`config.mk`:
```
export PLATFORM = sky130hd
export DESIGN_NAME = link_supervisor_retry_fallback_unit
export DESIGN_NICKNAME = d
export VERILOG_FILES = /design/src/sv/lsrf_pkg.sv /design/src/sv/link_supervisor_retry_fallback_unit.sv
export SDC_FILE = /design/constraint.sdc
export NUM_CORES = 1
export LEC_CHECK = 0
export ABC_CLOCK_PERIOD_IN_PS = 23500
export BUFFER_PORTS_ARGS = -buffer_cell sky130_fd_sc_hd__buf_2
export CAP_MARGIN = 20
export CORE_UTILIZATION = 45
export DETAILED_ROUTE_END_ITERATION = 12
export GPL_ROUTABILITY_DRIVEN = 1
export GPL_TIMING_DRIVEN = 0
export PLACE_DENSITY_LB_ADDON = 0.15
export SLEW_MARGIN = 0
export SYNTH_ARGS = -nofsm -noshare
export SYNTH_HDL_FRONTEND = slang
export SYNTH_SLANG_ARGS = --single-unit
```
`constraint.sdc`:
```
create_clock -name clk -period 23.5 [get_ports clk]
set_input_delay 2.35 -clock clk [delete_from_list [all_inputs] [get_ports clk]]
set_output_delay 2.35 -clock clk [all_outputs]
set_load 0.02 [all_outputs]
```
`src/sv/lsrf_pkg.sv`:
```
// Package with the item types, register indexes and constants of the link supervisor.
package lsrf_pkg;

	localparam int unsigned TIME_W  = 32;
	localparam int unsigned COUNT_W = 16;
	localparam int unsigned CFG_IDX_W  = 8;
	localparam int unsigned CFG_DATA_W = 32;

	localparam logic [CFG_IDX_W-1:0] REG_CHECK_INTERVAL  = 8'd0;
	localparam logic [CFG_IDX_W-1:0] REG_OFFLINE_MINUTES = 8'd1;
	localparam logic [CFG_IDX_W-1:0] REG_ATTEMPT_LIMIT   = 8'd2;
	localparam logic [CFG_IDX_W-1:0] REG_FALLBACK_ENABLE = 8'd3;

	localparam logic [TIME_W-1:0]  MS_PER_MINUTE          = 32'd60000;
	localparam logic [TIME_W-1:0]  RST_CHECK_INTERVAL     = 32'd10000;
	localparam logic [COUNT_W-1:0] RST_OFFLINE_MINUTES    = 16'd0;
	localparam logic [COUNT_W-1:0] RST_ATTEMPT_LIMIT      = 16'd5;
	localparam logic               RST_FALLBACK_ENABLE    = 1'b1;

	typedef struct packed {
		logic [TIME_W-1:0] now_ms;
		logic              link_up;
		logic              station_mode;
	} poll_t;

	typedef struct packed {
		logic               came_up;
		logic               went_down;
		logic               reinit_link;
		logic               start_fallback;
		logic               restart_request;
		logic [COUNT_W-1:0] attempt_count;
	} event_t;

endpackage

```
`src/sv/link_supervisor_retry_fallback_unit.sv`:
```
// Top level of the link supervisor with periodic re-init, fallback and restart.
//
//   channel | signals                              | direction
//   --------+--------------------------------------+----------
//   poll    | in_valid, in_ready, in_data          | in
//   event   | out_valid, out_ready, out_data       | out
//   config  | cfg_valid, cfg_ready, cfg_index/data | in
//
// Each poll item is taken into an input register, evaluated against the
// supervisor state combinationally and written to the output register, so the
// result is offered at the output once it has passed both registers, and a
// new item is taken every cycle unless the output stalls. A stalled output
// holds both stages; the input is ready whenever the input stage is empty or
// moving on. Reset restores the register defaults and clears all supervisor state.
module link_supervisor_retry_fallback_unit #(
	parameter logic [31:0] STABLE_MS = 32'd60000
) (
	input  logic                  clk,
	input  logic                  arst_n,
	input  logic                  in_valid,
	output logic                  in_ready,
	input  lsrf_pkg::poll_t       in_data,
	output logic                  out_valid,
	input  logic                  out_ready,
	output lsrf_pkg::event_t      out_data,
	input  logic                  cfg_valid,
	output logic                  cfg_ready,
	input  logic [7:0]            cfg_index,
	input  logic [31:0]           cfg_data
);
	import lsrf_pkg::*;

	logic [TIME_W-1:0]  check_interval_q;
	logic [COUNT_W-1:0] offline_minutes_q;
	logic [TIME_W-1:0]  offline_limit_q;
	logic [COUNT_W-1:0] attempt_limit_q;
	logic               fallback_enable_q;

	logic               connected_q;
	logic [TIME_W-1:0]  last_check_q;
	logic [COUNT_W-1:0] attempts_q;
	logic [TIME_W-1:0]  stable_since_q;
	logic [TIME_W-1:0]  offline_since_q;

	logic               valid_s1;
	poll_t              item_s1;
	logic               out_valid_q;
	event_t             out_data_q;

	logic               out_free;
	logic               advance;

	logic               up;
	logic [TIME_W-1:0]  now;
	logic               came;
	logic               down;
	logic               reinit;
	logic               fallback;
	logic               restart_off;
	logic               restart_lim;
	logic               restart;
	logic [TIME_W-1:0]  stable_n;
	logic [TIME_W-1:0]  offline_n;
	logic [TIME_W-1:0]  last_n;
	logic [COUNT_W-1:0] attempts_n;
	logic [COUNT_W-1:0] attempts_inc;

	assign cfg_ready = 1'b1;
	assign out_free  = !out_valid_q || out_ready;
	assign advance   = valid_s1 && out_free;
	assign in_ready  = !valid_s1 || out_free;
	assign out_valid = out_valid_q;
	assign out_data  = out_data_q;

	assign up  = item_s1.link_up;
	assign now = item_s1.now_ms;

	always_comb begin
		came        = 1'b0;
		down        = 1'b0;
		reinit      = 1'b0;
		fallback    = 1'b0;
		restart_off = 1'b0;
		restart_lim = 1'b0;
		stable_n    = stable_since_q;
		offline_n   = offline_since_q;
		last_n      = last_check_q;
		attempts_n  = attempts_q;

		if (up != connected_q) begin
			if (up) begin
				stable_n  = now;
				offline_n = '0;
				came      = 1'b1;
			end else begin
				stable_n  = '0;
				offline_n = now;
				last_n    = now - check_interval_q;
				down      = 1'b1;
			end
		end

		if (up && stable_n != '0 && (now - stable_n) >= STABLE_MS) begin
			attempts_n = '0;
			stable_n   = '0;
		end

		if (offline_minutes_q != '0 && offline_n != '0 && !up &&
				(now - offline_n) >= offline_limit_q) begin
			restart_off = 1'b1;
		end

		attempts_inc = attempts_n + COUNT_W'(1);
		if (!restart_off && !up && item_s1.station_mode &&
				(now - last_n) >= check_interval_q) begin
			last_n     = now;
			attempts_n = attempts_inc;
			reinit     = 1'b1;
			if (attempts_inc >= attempt_limit_q) begin
				if (fallback_enable_q) begin
					fallback   = 1'b1;
					attempts_n = '0;
				end else begin
					restart_lim = 1'b1;
				end
			end
		end

		restart = restart_off || restart_lim;
	end

	always_ff @(posedge clk or negedge arst_n) begin
		if (!arst_n) begin
			check_interval_q  <= RST_CHECK_INTERVAL;
			offline_minutes_q <= RST_OFFLINE_MINUTES;
			offline_limit_q   <= '0;
			attempt_limit_q   <= RST_ATTEMPT_LIMIT;
			fallback_enable_q <= RST_FALLBACK_ENABLE;
		end else if (cfg_valid && cfg_ready) begin
			case (cfg_index)
				REG_CHECK_INTERVAL: begin
					check_interval_q <= cfg_data;
				end
				REG_OFFLINE_MINUTES: begin
					offline_minutes_q <= cfg_data[COUNT_W-1:0];
					offline_limit_q   <= TIME_W'(cfg_data[COUNT_W-1:0] * MS_PER_MINUTE);
				end
				REG_ATTEMPT_LIMIT: begin
					attempt_limit_q <= cfg_data[COUNT_W-1:0];
				end
				REG_FALLBACK_ENABLE: begin
					fallback_enable_q <= cfg_data[0];
				end
				default: begin
				end
			endcase
		end
	end

	always_ff @(posedge clk or negedge arst_n) begin
		if (!arst_n) begin
			valid_s1    <= 1'b0;
			out_valid_q <= 1'b0;
		end else begin
			if (in_ready) begin
				valid_s1 <= in_valid;
			end
			if (out_free) begin
				out_valid_q <= valid_s1;
			end
		end
	end

	always_ff @(posedge clk) begin
		if (in_valid && in_ready) begin
			item_s1 <= in_data;
		end
		if (advance) begin
			out_data_q.came_up         <= came;
			out_data_q.went_down       <= down;
			out_data_q.reinit_link     <= reinit;
			out_data_q.start_fallback  <= fallback;
			out_data_q.restart_request <= restart;
			out_data_q.attempt_count   <= restart ? '0 : attempts_n;
		end
	end

	always_ff @(posedge clk or negedge arst_n) begin
		if (!arst_n) begin
			connected_q     <= 1'b0;
			last_check_q    <= '0;
			attempts_q      <= '0;
			stable_since_q  <= '0;
			offline_since_q <= '0;
		end else if (advance) begin
			if (restart) begin
				connected_q     <= 1'b0;
				last_check_q    <= '0;
				attempts_q      <= '0;
				stable_since_q  <= '0;
				offline_since_q <= '0;
			end else begin
				connected_q     <= up;
				last_check_q    <= last_n;
				attempts_q      <= attempts_n;
				stable_since_q  <= stable_n;
				offline_since_q <= offline_n;
			end
		end
	end

endmodule

```
* Word-level counts from Yosys, hierarchy flattened *
Index checks and enable logic that the tools add are counted.

storage, ports and cells
  bits in registers = 262
  bits of input ports = 79
  output and inout port bits = 24
  logic and storage cells = 86

operators by class
  multiplexer cells = 25
  add/sub/neg operators = 5
  $mul = 1
  reduce and logical (&&, ||, !) cells = 26
  order comparisons = 4
  eq/ne operators = 4

operators by type and width
  cell                    count
  $mux 32                 11
  $sub 32x32->32          4
  $mux 16                 5
  $ge 32x32->1            2
  $reduce_bool 32->1      2
  $ge 32x16->1 const B    1
  $mul 16x11->27 const B  1
  $add 16x1->16 const B   1
  $eq 8x2->1 const B      2
  $ge 16x16->1            1
  $reduce_bool 16->1      1
  $logic_and 1x1->1       10
  $reduce_and 2->1        5
  $mux 1                  9
  $eq 8x1->1 const B      1
  $logic_not 8->1         1
  $logic_not 1->1         4
  $logic_or 1x1->1        3
  $ne 1x1->1              1

* Logic depth before layout (Yosys ltp) *
  depth in word-level cells = 14
  gate-level depth with buffers = 43
  depth with buffers taken out = 36

* Worst setup path before layout *
No wires, ideal clock.

  kind = reg2reg
  start = register connected_q
  end = register stable_since_q[8]
  data required time = 23.434 ns
  setup time = 0.066 ns
  stages on the path, launching flop included = 43
  data arrival time = 9.005 ns
  setup slack = 14.428 ns
  clock period less this slack = 9.072 ns
  path buffers = 11
  path through = dfrtp_1 buf_2 buf_1 clkbuf_1 buf_2 buf_2 buf_2 mux2i_1 o21ai_0 inv_1 ha_1 a21oi_1 o21ai_0 a21o_1 a21o_1 nor3_1 or3b_2 nand3_1 [... 7 more ...] ha_1 nand4_1 nor2_1 nand3_1 xor2_1 nor2_1 ha_1 a21o_1 a21oi_1 o21ai_0 a221o_1 a21oi_1 nor3_1 or3_1 clkbuf_1 nor2_4 buf_2 a22o_1

between the ends
  longest elaborated chain between the ends = 14
  elaborated cells on any way between the ends = 30
  classes of those cells = add/sub (4); order compare (4); eq/ne (1); mux (9); reduce/logical (12)

ends and longest elaborated chain
  what                                                     line                                        source
  from (decl)                                              link_supervisor_retry_fallback_unit.sv:39   logic connected_q;
  from (signal assigned)                                   link_supervisor_retry_fallback_unit.sv:203  connected_q <= up;
  $ne 1x1->1 *                                             link_supervisor_retry_fallback_unit.sv:90   if (up != connected_q) begin
  branches (longest 12 deep; another with $sub 32x32->32)  n/a
  $mux 32 *                                                link_supervisor_retry_fallback_unit.sv:196  if (restart) begin
  to (signal assigned)                                     link_supervisor_retry_fallback_unit.sv:206  stable_since_q <= stable_n;
  to (decl)                                                link_supervisor_retry_fallback_unit.sv:42   logic [TIME_W-1:0] stable_since_q;

Mark *: on every way between the ends.
A chain may end at the register's enable or synchronous reset.

* Final worst setup path *
  start = register connected_q
  end = register stable_since_q[20]

Same word-level chain as after synthesis.

==> flow_summary.ini <==
[worst_setup_path]
cp-endpoint = stable_since_q[20]
cp_max_fo = 10
crit_type = reg -> reg
reg2reg_slack_ns = 10.87
crit_top_cell = buf_2
crit_start = connected_q
r2r_end = stable_since_q[20]
r2r_cells = 42
cp-start-kind = register
cp_slowest_cell = clkbuf_1
cp-end-kind = register
worstReg2RegStart = connected_q
cp.required_ns = 24.00
cp.arrival_ns = 13.12
slowest_delay_ns = 0.61

[power_and_ir_drop]
power.leakage_nw = 12.2
powerDensity_nw_per_um2 = 89.6
total_power_mw = 2.41
ir_worst_vdd_uv = 59.1

[min_path]
holdPathStages = 2
hp-class = reg -> reg

[cts]
ctsLongestPathBuffers = 3
cts_tree = built
htreeDepth = 2
cts_setup_buffers = 0
insertion_delay_ns = 0.57
cts-root-buf = clkbuf_16
path_clk_slew_ns = 0.06
cts_resized = 0
cts_hold_buf = 0
cts_sinks = 261
numCtsBuffers = 35

[die]
start_util_pct = 45.8
core.rowCount = 84
die_area_um2 = 54900
core-area_um2 = 53000
die_x_um = 234
io_pins = 103
die_y_um = 234

[detailed_routing]
route.detailed.wl_per_inst_um = 22.1
drtAntennaViolNets = 0
vias = 22100
drcViolationCount = 0
wl_met1_um = 35200
wl_met3_um = 5240
first_iter_violations = 1936
top_layer_used = met4
viasPerCell = 6.06
wl_um = 80500
drt_pass1_iterations = 6
route.met2.wl_um = 36800

[placement]
portBuffers = 101
dp_slack_ns = 11.23
gp_congestion = 0.947
post-dp-hpwl_um = 61500
dp.cells = 3583

[global_routing]
grt_max_degree = 108
grt_pass1_vias = 21400
overflow = 0
grt_antenna_before_repair = 2
grt_pass1_wl_um = 124000
grtUsageTotal_pct = 29.6

[cells_and_area]
diodes = 0
fin_util_pct = 50.9
fin_cells = 3647
area_growth_pct = 11.0
drive_above_1_share_pct = 9.12
final_nets = 3342

[timing]
slew_violations = 0
clock.fmax_mhz = 79.2
setup-tns-final_ns = 0
finalClockSkew_ns = 0.0249
fin_crit_sh_pct = 53.7
rsz0062_at_grt = no
finalSetupViolations = 0
period_needed_ns = 12.63
slew-limit-headroom_pct = 24.8
layout_setup_ws_ns = 10.87
final-hold-violation-count = 0
worst_pin_slew_ns = 1.12

[yosys]
synth_edf_count = 55
yosys.cell_count.top_type = ha_1
ys_async_sr_fraction_pct = 78.9
ys_ff_latch = 261
synth_cell_types = 94
synth_top_area_cell = dfrtp_1
yosysSeqAreaShare_pct = 28.1
synthesis.nets = 3201
yosys_warnings = 0
synth_area_leaders = dfrtp_1 (20%), ha_1 (14%), edfxtp_1 (6.8%), fa_1 (5.3%), a21oi_1 (4.4%)
ys.flop_type = dfrtp_1
syn_area_per_cell_um2 = 8.70
synth_common_cells = ha_1 (267), nand2_1 (260), a21oi_1 (215), nor2_1 (213), o21ai_0 (205)
synthesis.instances = 2791
synth_top_cell_area_share_pct = 20.4
syn-cell-area_um2 = 24300

[run]
drv_cap = 0

[run_status]
outcome = complete, no violations
-- critical path: cells and delay by family, from the launching register on --
family / cells / cell delay, ns
AOI/OAI and AO/OA: 15 / 3.70
xor gates and xnor gates: 1 / 0.25
adders and majority gates: 3 / 0.97
buffers and inverters: 12 / 4.12
DFF: 1 / 0.44
muxes: 1 / 0.12
and+or+nand+nor: 10 / 2.91
-- placed cells by master (no fill, tap or decap), types with 27 or more instances in the layout --
cell	synthesis	routed
nand3_1	41	41
inv_1	185	185
clkbuf_1	94	95
mux2i_1	75	75
a21oi_1	215	215
ha_1	267	267
xnor2_1	92	92
clkbuf_16	0	37
a22o_1	44	44
xor2_1	53	53
edfxtp_1	55	55
and3_1	29	29
o31ai_1	62	62
a21o_1	87	87
nand2b_1	32	32
buf_2	19	119
fa_1	64	64
nor2_1	213	213
dfrtp_1	198	198
o21ai_0	205	205
o21a_1	27	27
mux2_2	30	30
nor3_1	49	49
nand2_1	260	260
nor4_1	32	32
-- sequential cells by signal (all words and copies together), names as in the netlist --
name,cells
out_valid,1
offline_since_q,32
offline_limit_q,26
fallback_enable_q,1
valid_s1,1
up,1
last_check_q,32
attempts_q,16
check_interval_q,32
stable_since_q,32
offline_minutes_q,16
out_data,21
now,32
connected_q,1
item_s1,1
attempt_limit_q,16
-- routing by layer --
metal / GRT usage [%] / up-vias
li1: - / 10400
met1: 39.4 / 10800
met2: 48.6 / 798
met3: 3.78 / 162
met4: 11.7 / 0
met5: 0 / -
-- where the power goes --
group	switching, mW	internal, mW	total, mW
logic	0.735	0.523	1.26
registers	0.0591	0.529	0.588
clock network	0.233	0.336	0.569
-- layout make-up --
cell class	instances	area (um2)
plain buffers	134	556
inverters	190	713
fillers	5080	26000
clock inverters	18	191
multi-input cells	2206	16200
flip-flops and latches	261	6820
well taps	688	861
repair buffers	104	574
clock buffers	46	1030
-- how the worst min path moves through the flow --
stage,from,end
finish,offline_limit_q[28],offline_limit_q[28]
global route,last_check_q[24],last_check_q[24]
CTS,last_check_q[24],last_check_q[24]
detailed placement,last_check_q[24],last_check_q[24]
global placement,last_check_q[29],last_check_q[29]
floorplan,last_check_q[16],last_check_q[16]
-- stage by stage --
step | instance area [um2] | hold slack (ns)
final | 26900 | 0.477
after global routing | 26900 | 0.487
after global placement | 25600 | 0.462
after detailed placement | 25700 | 0.469
after CTS | 26900 | 0.482
after floorplan | 24300 | 0.448
-- cells by family (layout without fill, tap and decap cells) --
kind of cell / after synthesis / count (layout) / synth area share (%)
simple gates: 788 / 788 / 15.4
flops: 261 / 261 / 28.1
fa+ha+maj: 333 / 333 / 19.1
mux: 105 / 105 / 4.48
buf+inv: 324 / 492 / 5.22
compound gates: 834 / 834 / 22.5
xor+xnor: 145 / 145 / 5.23
other cells: 1 / 1 / 0.0154
(Power assumes the default switching activity.)
